### config.mk
export PLATFORM = sky130hd
export DESIGN_NAME = sterilizer_cycle_sequencer
export DESIGN_NICKNAME = d
export VERILOG_FILES = /design/src/rtl/scs_pkg.sv /design/src/rtl/sterilizer_cycle_sequencer.sv
export SDC_FILE = /design/constraint.sdc
export NUM_CORES = 1
export LEC_CHECK = 0
export BUFFER_PORTS_ARGS = -buffer_cell sky130_fd_sc_hd__buf_2
export CAP_MARGIN = 20
export CORE_MARGIN = 1.5
export CORE_UTILIZATION = 40
export CTS_CLUSTER_DIAMETER = 150
export DETAILED_ROUTE_END_ITERATION = 16
export GPL_TIMING_DRIVEN = 0
export PLACE_DENSITY = 0.62
export SLEW_MARGIN = 25
export SYNTH_ARGS = -nofsm -noshare
export SYNTH_HDL_FRONTEND = slang
export SYNTH_SLANG_ARGS = --single-unit
### constraint.sdc
create_clock -name clock -period 6.25 [get_ports clock]
set_clock_uncertainty 0.15 [all_clocks]
set_input_delay 0.625 -clock clock [delete_from_list [all_inputs] [get_ports clock]]
set_output_delay 0.625 -clock clock [all_outputs]
set_load 0.02 [all_outputs]
### src/rtl/scs_pkg.sv
// Package: types and constants for the sterilizer cycle sequencer.
`timescale 1ns / 1ps
package scs_pkg;

   localparam int SAMPLE_BITS = 10;
   localparam int TEMP_SCALE = 500;
   localparam int PROD_BITS = SAMPLE_BITS + 9;

   localparam int CSR_IDX_BITS = 3;
   localparam int CSR_DATA_BITS = 12;

   localparam logic [CSR_IDX_BITS-1:0] CSR_MINUTES_A = 3'd0;
   localparam logic [CSR_IDX_BITS-1:0] CSR_MINUTES_B = 3'd1;
   localparam logic [CSR_IDX_BITS-1:0] CSR_MINUTES_C = 3'd2;
   localparam logic [CSR_IDX_BITS-1:0] CSR_TICKS_PER_MIN = 3'd3;
   localparam logic [CSR_IDX_BITS-1:0] CSR_HEAT_DONE = 3'd4;
   localparam logic [CSR_IDX_BITS-1:0] CSR_COOL_DONE = 3'd5;
   localparam logic [CSR_IDX_BITS-1:0] CSR_UNLOAD_WAIT = 3'd6;

   typedef enum logic [3:0] {
      PH_SELECT     = 4'd0,
      PH_FILL       = 4'd1,
      PH_OPEN       = 4'd2,
      PH_LOAD       = 4'd3,
      PH_CLOSE      = 4'd4,
      PH_PURGE      = 4'd5,
      PH_STERILIZE  = 4'd6,
      PH_VENT       = 4'd7,
      PH_REOPEN     = 4'd8,
      PH_UNLOAD     = 4'd9,
      PH_DONE       = 4'd10
   } phase_type;

   typedef struct packed {
      logic                   press_a;
      logic                   press_b;
      logic                   press_c;
      logic                   water_full;
      logic                   door_fully_open;
      logic                   door_fully_shut;
      logic                   close_request;
      logic [SAMPLE_BITS-1:0] temp_sample;
   } scs_req_type;

   typedef struct packed {
      logic        pump_on;
      logic        purge_open;
      logic        heater_on;
      logic        motor_opening;
      logic        motor_closing;
      logic [3:0]  phase;
      logic [7:0]  minutes_left;
      logic [11:0] wait_ticks_left;
      logic [8:0]  temp_celsius;
   } scs_rsp_type;

endpackage

### src/rtl/sterilizer_cycle_sequencer.sv
// Top level: sterilizer cycle sequencer, one request per timer tick.
//
// Usage: each request on req_* is one 100 ms tick carrying buttons, limit
// switches, the water-level switch and a temperature sample. Each request
// yields exactly one response on rsp_* with the drive outputs, the phase
// reached, minutes left, unload wait ticks left and the temperature in C.
// Requests pass an input register, then one stage of phase and counter
// logic into the response register; rsp_valid rises when the request moves on
// into the response register. Throughput is one request per cycle unless the
// receiver stalls, set by the single registered pass through the phase logic.
// When the receiver stalls, the response register holds and the input
// register still takes one more request; req_ready drops once both are full.
// csr_* writes one of the seven setting registers per cycle, without handshake.
// Synchronous reset returns the phase to select, clears the counters and
// loads the default settings; no response is pending after reset.
`timescale 1ns / 1ps
module sterilizer_cycle_sequencer (
   input  logic                                clock,
   input  logic                                reset,
   input  logic                                req_valid,
   output logic                                req_ready,
   input  scs_pkg::scs_req_type                req_data,
   output logic                                rsp_valid,
   input  logic                                rsp_ready,
   output scs_pkg::scs_rsp_type                rsp_data,
   input  logic                                csr_we,
   input  logic [scs_pkg::CSR_IDX_BITS-1:0]    csr_index,
   input  logic [scs_pkg::CSR_DATA_BITS-1:0]   csr_wdata
);
   import scs_pkg::*;

   // settings
   logic [7:0]             min_a_ff, min_b_ff, min_c_ff;
   logic [11:0]            tpm_ff;
   logic [SAMPLE_BITS-1:0] heat_ff, cool_ff;
   logic [11:0]            uwt_ff;

   // pipeline
   logic        s1_valid_ff;
   scs_req_type s1_data_ff;
   logic        out_valid_ff;
   scs_rsp_type out_data_ff;
   logic        advance;

   // sequencer state
   phase_type   phase_ff, phase_in;
   logic [7:0]  chosen_ff, chosen_in;
   logic [11:0] tick_ff, tick_in;
   logic [7:0]  elapsed_ff, elapsed_in;
   logic [11:0] unload_ff, unload_in;
   scs_rsp_type rsp_in;

   logic [11:0]          tick_inc;
   logic [11:0]          unload_inc;
   logic [PROD_BITS-1:0] temp_prod;

   assign advance   = s1_valid_ff && (!out_valid_ff || rsp_ready);
   assign req_ready = !s1_valid_ff || advance;
   assign rsp_valid = out_valid_ff;
   assign rsp_data  = out_data_ff;

   always_ff @(posedge clock) begin
      if (reset) begin
         min_a_ff <= 8'd15;
         min_b_ff <= 8'd20;
         min_c_ff <= 8'd45;
         tpm_ff   <= 12'd600;
         heat_ff  <= SAMPLE_BITS'(248);
         cool_ff  <= SAMPLE_BITS'(61);
         uwt_ff   <= 12'd600;
      end else if (csr_we) begin
         case (csr_index)
            CSR_MINUTES_A:     min_a_ff <= csr_wdata[7:0];
            CSR_MINUTES_B:     min_b_ff <= csr_wdata[7:0];
            CSR_MINUTES_C:     min_c_ff <= csr_wdata[7:0];
            CSR_TICKS_PER_MIN: tpm_ff   <= csr_wdata[11:0];
            CSR_HEAT_DONE:     heat_ff  <= csr_wdata[SAMPLE_BITS-1:0];
            CSR_COOL_DONE:     cool_ff  <= csr_wdata[SAMPLE_BITS-1:0];
            CSR_UNLOAD_WAIT:   uwt_ff   <= csr_wdata[11:0];
            default: ;
         endcase
      end
   end

   always_ff @(posedge clock) begin
      if (reset) begin
         s1_valid_ff <= 1'b0;
      end else if (req_ready) begin
         s1_valid_ff <= req_valid;
      end
      if (req_ready && req_valid) begin
         s1_data_ff <= req_data;
      end
   end

   always_ff @(posedge clock) begin
      if (reset) begin
         out_valid_ff <= 1'b0;
         phase_ff     <= PH_SELECT;
         chosen_ff    <= 8'd0;
         tick_ff      <= 12'd0;
         elapsed_ff   <= 8'd0;
         unload_ff    <= 12'd0;
      end else begin
         if (advance) begin
            out_valid_ff <= 1'b1;
            phase_ff     <= phase_in;
            chosen_ff    <= chosen_in;
            tick_ff      <= tick_in;
            elapsed_ff   <= elapsed_in;
            unload_ff    <= unload_in;
         end else if (rsp_ready) begin
            out_valid_ff <= 1'b0;
         end
      end
      if (advance) begin
         out_data_ff <= rsp_in;
      end
   end

   assign tick_inc   = tick_ff + 12'd1;
   assign unload_inc = unload_ff + 12'd1;
   assign temp_prod  = PROD_BITS'(s1_data_ff.temp_sample) * PROD_BITS'(TEMP_SCALE);

   always_comb begin
      phase_in   = phase_ff;
      chosen_in  = chosen_ff;
      tick_in    = tick_ff;
      elapsed_in = elapsed_ff;
      unload_in  = unload_ff;
      case (phase_ff)
         PH_SELECT: begin
            if (s1_data_ff.press_c) begin
               chosen_in = min_c_ff;
               phase_in  = PH_FILL;
            end else if (s1_data_ff.press_b) begin
               chosen_in = min_b_ff;
               phase_in  = PH_FILL;
            end else if (s1_data_ff.press_a) begin
               chosen_in = min_a_ff;
               phase_in  = PH_FILL;
            end
         end
         PH_FILL: begin
            if (s1_data_ff.water_full) phase_in = PH_OPEN;
         end
         PH_OPEN: begin
            if (s1_data_ff.door_fully_open) phase_in = PH_LOAD;
         end
         PH_LOAD: begin
            if (s1_data_ff.close_request) phase_in = PH_CLOSE;
         end
         PH_CLOSE: begin
            if (s1_data_ff.door_fully_shut) phase_in = PH_PURGE;
         end
         PH_PURGE: begin
            if (s1_data_ff.temp_sample >= heat_ff) begin
               phase_in   = PH_STERILIZE;
               tick_in    = 12'd0;
               elapsed_in = 8'd0;
            end
         end
         PH_STERILIZE: begin
            tick_in = tick_inc;
            if (tick_inc >= tpm_ff) begin
               tick_in    = 12'd0;
               elapsed_in = elapsed_ff + 8'd1;
            end
            if (elapsed_in >= chosen_ff) phase_in = PH_VENT;
         end
         PH_VENT: begin
            if (s1_data_ff.temp_sample <= cool_ff) phase_in = PH_REOPEN;
         end
         PH_REOPEN: begin
            if (s1_data_ff.door_fully_open) begin
               phase_in  = PH_UNLOAD;
               unload_in = 12'd0;
            end
         end
         PH_UNLOAD: begin
            unload_in = unload_inc;
            if (unload_inc >= uwt_ff) phase_in = PH_DONE;
         end
         default: ;
      endcase
   end

   always_comb begin
      rsp_in.pump_on       = (phase_in == PH_FILL);
      rsp_in.purge_open    = (phase_in == PH_PURGE) || (phase_in == PH_VENT);
      rsp_in.heater_on     = (phase_in == PH_PURGE) || (phase_in == PH_STERILIZE);
      rsp_in.motor_opening = (phase_in == PH_OPEN) || (phase_in == PH_REOPEN);
      rsp_in.motor_closing = (phase_in == PH_CLOSE);
      rsp_in.phase         = phase_in;
      rsp_in.minutes_left  = 8'd0;
      if ((phase_in == PH_STERILIZE) && (chosen_in >= elapsed_in)) begin
         rsp_in.minutes_left = chosen_in - elapsed_in;
      end
      rsp_in.wait_ticks_left = 12'd0;
      if ((phase_in == PH_UNLOAD) && (uwt_ff >= unload_in)) begin
         rsp_in.wait_ticks_left = uwt_ff - unload_in;
      end
      rsp_in.temp_celsius = temp_prod[PROD_BITS-1:SAMPLE_BITS];
   end

endmodule
== Word level (Yosys, flattened, before mapping) ==
Cells that the tools add are included.

* $mul: 1
* Reduce and logical (&&, ||, !) cells: 23
* Equality and inequality tests: 24
* Magnitude comparators: 7
* Mux-type cells: 28
* $add $sub $neg: 5

{| class="wikitable"
|+ Operator list
! kind !! number
|-
| $mux 8 || 7
|-
| $mux 4 || 12
|-
| $pmux 12 s2 || 2
|-
| $pmux 4 s10 || 1
|-
| $ge 12x12->1 || 3
|-
| $mux 12 || 3
|-
| $eq 4x3->1 const B || 8
|-
| $add 12x1->12 const B || 2
|-
| $mul 10x7->17 const B || 1
|-
| $eq 4x4->1 const B || 4
|-
| $ge 8x8->1 || 2
|-
| $pmux 8 s2 || 1
|-
| $reduce_and 2->1 || 7
|-
| $eq 4x2->1 const B || 3
|-
| $sub 12x12->12 || 1
|-
| $ge 10x10->1 || 1
|-
| $le 10x10->1 || 1
|-
| $eq 3x3->1 const B || 3
|-
| $add 8x1->8 const B || 1
|-
| $eq 4x1->1 const B || 2
|-
| $sub 8x8->8 || 1
|-
| $eq 3x2->1 const B || 2
|-
| $logic_or 1x1->1 || 5
|-
| $logic_and 1x1->1 || 4
|-
| other kinds (8) || 11
|}

* Input bits: 37
* Register bits: 169
* Logic and storage cells: 119
* Output and inout port bits: 40

== Logic depth before layout (Yosys ltp) ==
* Depth after elaboration: 9
* Mapped depth: 22
* Mapped depth without buffers: 22

== Worst setup path after synthesis ==
OpenSTA, ideal clock, no wires.

* Path kind: register -> register
* Start: reg tick_ff[0]
* End: reg out_data_ff, in the netlist rsp_data[26], data pin
* Setup time: 0.176 ns
* Slack: 1.374 ns
* Data arrival time: 4.549 ns
* Stages on the path, launching flop included: 21
* Period minus slack after synthesis: 4.876 ns
* Path through: dfxtp_1 > ha_1 > and3_1 > and3_1 > and3_1 > xor2_1 > ha_1 > and4_1 > a41o_1 > o311a_4 > nor2_1 > nor2_1 > a22o_1 > fa_1 > nor2b_1 > o21ai_0 > a21boi_0 > o21ai_0 > a21oi_1 > o21ai_1 > nor4_1

{| class="wikitable"
|+ RTL lines
! what !! line !! RTL
|-
| start, declared || sterilizer_cycle_sequencer.sv:48 || <nowiki>logic [11:0] tick_ff, tick_in;</nowiki>
|-
| start signal, assigned || sterilizer_cycle_sequencer.sv:109 || <nowiki>tick_ff <= tick_in;</nowiki>
|-
| $add 12x1->12 (*) || sterilizer_cycle_sequencer.sv:121 || <nowiki>assign tick_inc = tick_ff + 12'd1;</nowiki>
|-
| $ge 12x12->1 (*) || sterilizer_cycle_sequencer.sv:165 || <nowiki>if (tick_inc >= tpm_ff) begin</nowiki>
|-
| $mux 8 (*) || sterilizer_cycle_sequencer.sv:165 ||
|-
| $mux 8 (*) || sterilizer_cycle_sequencer.sv:131 || <nowiki>case (phase_ff)</nowiki>
|-
| $pmux 8 s2 (*) || sterilizer_cycle_sequencer.sv:131 ||
|-
| net elapsed_in[1] || sterilizer_cycle_sequencer.sv:49 || <nowiki>logic [7:0] elapsed_ff, elapsed_in;</nowiki>
|-
| $ge 8x8->1 || sterilizer_cycle_sequencer.sv:196 || <nowiki>if ((phase_in == PH_STERILIZE) && (chosen_in >= elapsed_in)) begin</nowiki>
|-
| $logic_and 1x1->1 || sterilizer_cycle_sequencer.sv:196 ||
|-
| end signal, assigned || sterilizer_cycle_sequencer.sv:117 || <nowiki>out_data_ff <= rsp_in;</nowiki>
|-
| end, declared || sterilizer_cycle_sequencer.sv:42 || <nowiki>scs_rsp_type out_data_ff;</nowiki>
|}

The timed path passes the listed nets; every way through them passes the cells marked *. The select of a mux whose other input is x is not followed.
A chain may end at the register's enable or synchronous reset.

== Worst setup path in the final report ==
Same ends and word-level chain as after synthesis.

==> impl_metrics.ini <==
[floorplan]
die-area_um2 = 28700
start_util_pct = 40.9
ioPinCount = 77
die_x_um = 170
core_um2 = 27100
fp-row-count = 60
fp.dieH_um = 170

[drt]
antenna_left = 0
first_iter_violations = 526
drt-total-wl_um = 27800
drc = 0
num_vias = 9065
first_pass_iters = 5
viasPerCell = 5.35
wire_per_inst_um = 16.4

[worst_setup_path]
end_kind = register
path_class = register to register
cp.required_ns = 6.34
crit_fanout = 8
cp.arrival_ns = 5.79
cp-start-kind = register

[synthesis]
synth_cells = 1214
synth-async-reset-ratio_pct = 0
ys_ff_latch = 169
synth_edf_count = 55
synthTopCellsByArea = dfxtp_1 (21%), edfxtp_1 (15%), ha_1 (13%)
seq_area_frac_synth_pct = 35.5
synth.net_count = 1396
syn_avg_cell_area_um2 = 9.13
yosys-top-cells-count = nand2_1 (156), dfxtp_1 (114), ha_1 (114), nor2_1 (92), inv_1 (91)
yosysTopAreaCellShare_pct = 20.6
yosysMostFrequentCell = nand2_1
yosysWarnings = 0
synth_top_cell_by_area = dfxtp_1
synth_cell_types = 80
synth_ff_type = dfxtp_1
netlist_area_um2 = 11100

[clocking]
clk_pin_slew_worst_paths_ns = 0.07
cts_root_buf = clkbuf_16
tritoncts.num_buffers = 17
cts_tree = yes
clockBufferDepth = 2
insertion_delay_ns = 0.44
cts_sinks = 169
htree_levels = 4
post_cts_buffers = 0

[final_layout]
nNetsFinal = 1491
num_antenna_cells = 0
post-route-util_pct = 46.3
syn_to_final_growth_pct = 13.2
design_area_um2 = 12500
stdcell_count = 1694
drive_gt1_share_pct = 11.8

[run_status]
status = completed

[global_routing]
grt_overflow = 0
first_global_vias = 8560
grt_usage_pct = 20.0
antenna_found_initial = 0
grt_start_max_net_pins = 48
grt_pass1_wl_um = 44900

[place]
postPlaceCellArea_um2 = 11900
dp_hpwl_um = 21000
place_inst = 1662
io_buffer_count = 76
gp_congestion = 0.872

[timing]
rsz0062_at_grt = no
fin_crit_sh_pct = 91.2
worstMarginPinSlew_ns = 0.825
setup_viol = 0
relSlewSlack_pct = 45.0
min_period_ns = 5.70
fmax_mhz = 176
report.final.slew_viol_count = 0
fin_tns_setup_ns = 0
hold_violations = 0

[power_and_ir_drop]
p_leak_uw = 0.00517
ir_worst_vdd_mv = 0.165
p_per_area_nw_per_um2 = 259
fin_total_pwr_uw = 3250

[job]
cap_violations = 0

[worst_hold_path]
hp-class = input pin to register
## layout make-up
class / instances / area [µm²]
Sequential cell: 169 / 3930
Clock buffer: 18 / 429
Timing Repair Buffer: 76 / 380
Buffer: 48 / 265
Inverter: 93 / 349
Tap cell: 372 / 465
Clock inverter: 14 / 168
Multi-Input combinational cell: 904 / 6560
Fill cell: 2663 / 14600
## report_power, final
part	internal (µW)	switching, µW
clock network	600	496
registers	1230	39.2
logic	379	509
## cells by family (layout without fill, tap and decap cells)
family | after synthesis | after routing | synth area share [%]
xor+xnor | 37 | 37 | 2.92
buf+inv | 141 | 249 | 5.51
flops | 169 | 169 | 35.5
simple gates | 431 | 431 | 19.1
mux | 12 | 12 | 1.08
compound gates | 279 | 279 | 17.4
fa+ha+maj | 145 | 145 | 18.5
## worst max-delay path, cell delays in order, from the launching register on
cell and delay [ns]:
dfxtp_1 0.44, ha_1 0.27, and3_1 0.26, and3_1 0.25, and3_1 0.24, xor2_1 0.19
ha_1 0.26, and4_1 0.17, a41o_1 0.31, o311ai_4 0.39, nand2_1 0.24, a31oi_1 0.22
a311oi_1 0.07, ha_1 0.24, fa_1 0.39, nor2b_1 0.18, o21ai_0 0.12, a21boi_0 0.24
o21ai_0 0.15, a21oi_1 0.16, o21ai_1 0.18, nor4_1 0.39
## cells in the final DEF (no fill, tap or decap), drive strengths merged, types with 28 or more instances in the layout
master,count
edfxtp,55
nor3,28
nor2,93
nand2,158
o21ai,41
a21oi,86
clkbuf,58
dfxtp,114
fa,31
a211oi,31
buf,84
ha,114
inv,96
## path summary, 6_finish.rpt
| kind | startpoint | to | slack, ns | cells after the start |
|---|---|---|---|---|
| worst max register to register | tick_ff[0] | rsp_data[26] | 0.55 | 21 |
| worst min register to register | min_c_ff[4] | min_c_ff[4] | 0.31 | 2 |
| worst min-delay path | req_data[9] | s1_data_ff[9] | 0.21 | 1 |
| worst max-delay path | tick_ff[0] | rsp_data[26] | 0.55 | 21 |
## stage by stage
step	hold WS (ns)	setup WS (ns)
floorplan	0.281	1.37
global placement	0.293	0.535
detailed placement	0.297	0.448
CTS	0.194	0.419
global route	0.187	0.0972
finish	0.210	0.552
## state kept, by name, summed over array words and instances (netlist names)
name,flops
min_c_ff,8
s1_data_ff,17
tick_ff,12
min_b_ff,8
elapsed_ff,8
tpm_ff,12
uwt_ff,12
rsp_valid,1
cool_ff,10
chosen_ff,8
unload_ff,12
heat_ff,10
rsp_data,38
min_a_ff,8
s1_valid_ff,1
phase_ff,4
## per-layer routing
metal	vias to the layer above	GRT usage, %	part of all wire, %
met2	184	31.6	45
met5	-	0	0
met3	17	3.13	4.3
met4	0	4.66	0.90
met1	4354	28.6	50
li1	4510	-	-
## what timing repair did
| action | CTS | global route |
|---|---|---|
| endpoints found under the setup margin | 0 | 3 |
| resized for setup | 0 | 2 |
| hold buffers | 0 | 0 |
Note: power is estimated with default switching activity, not from simulation.
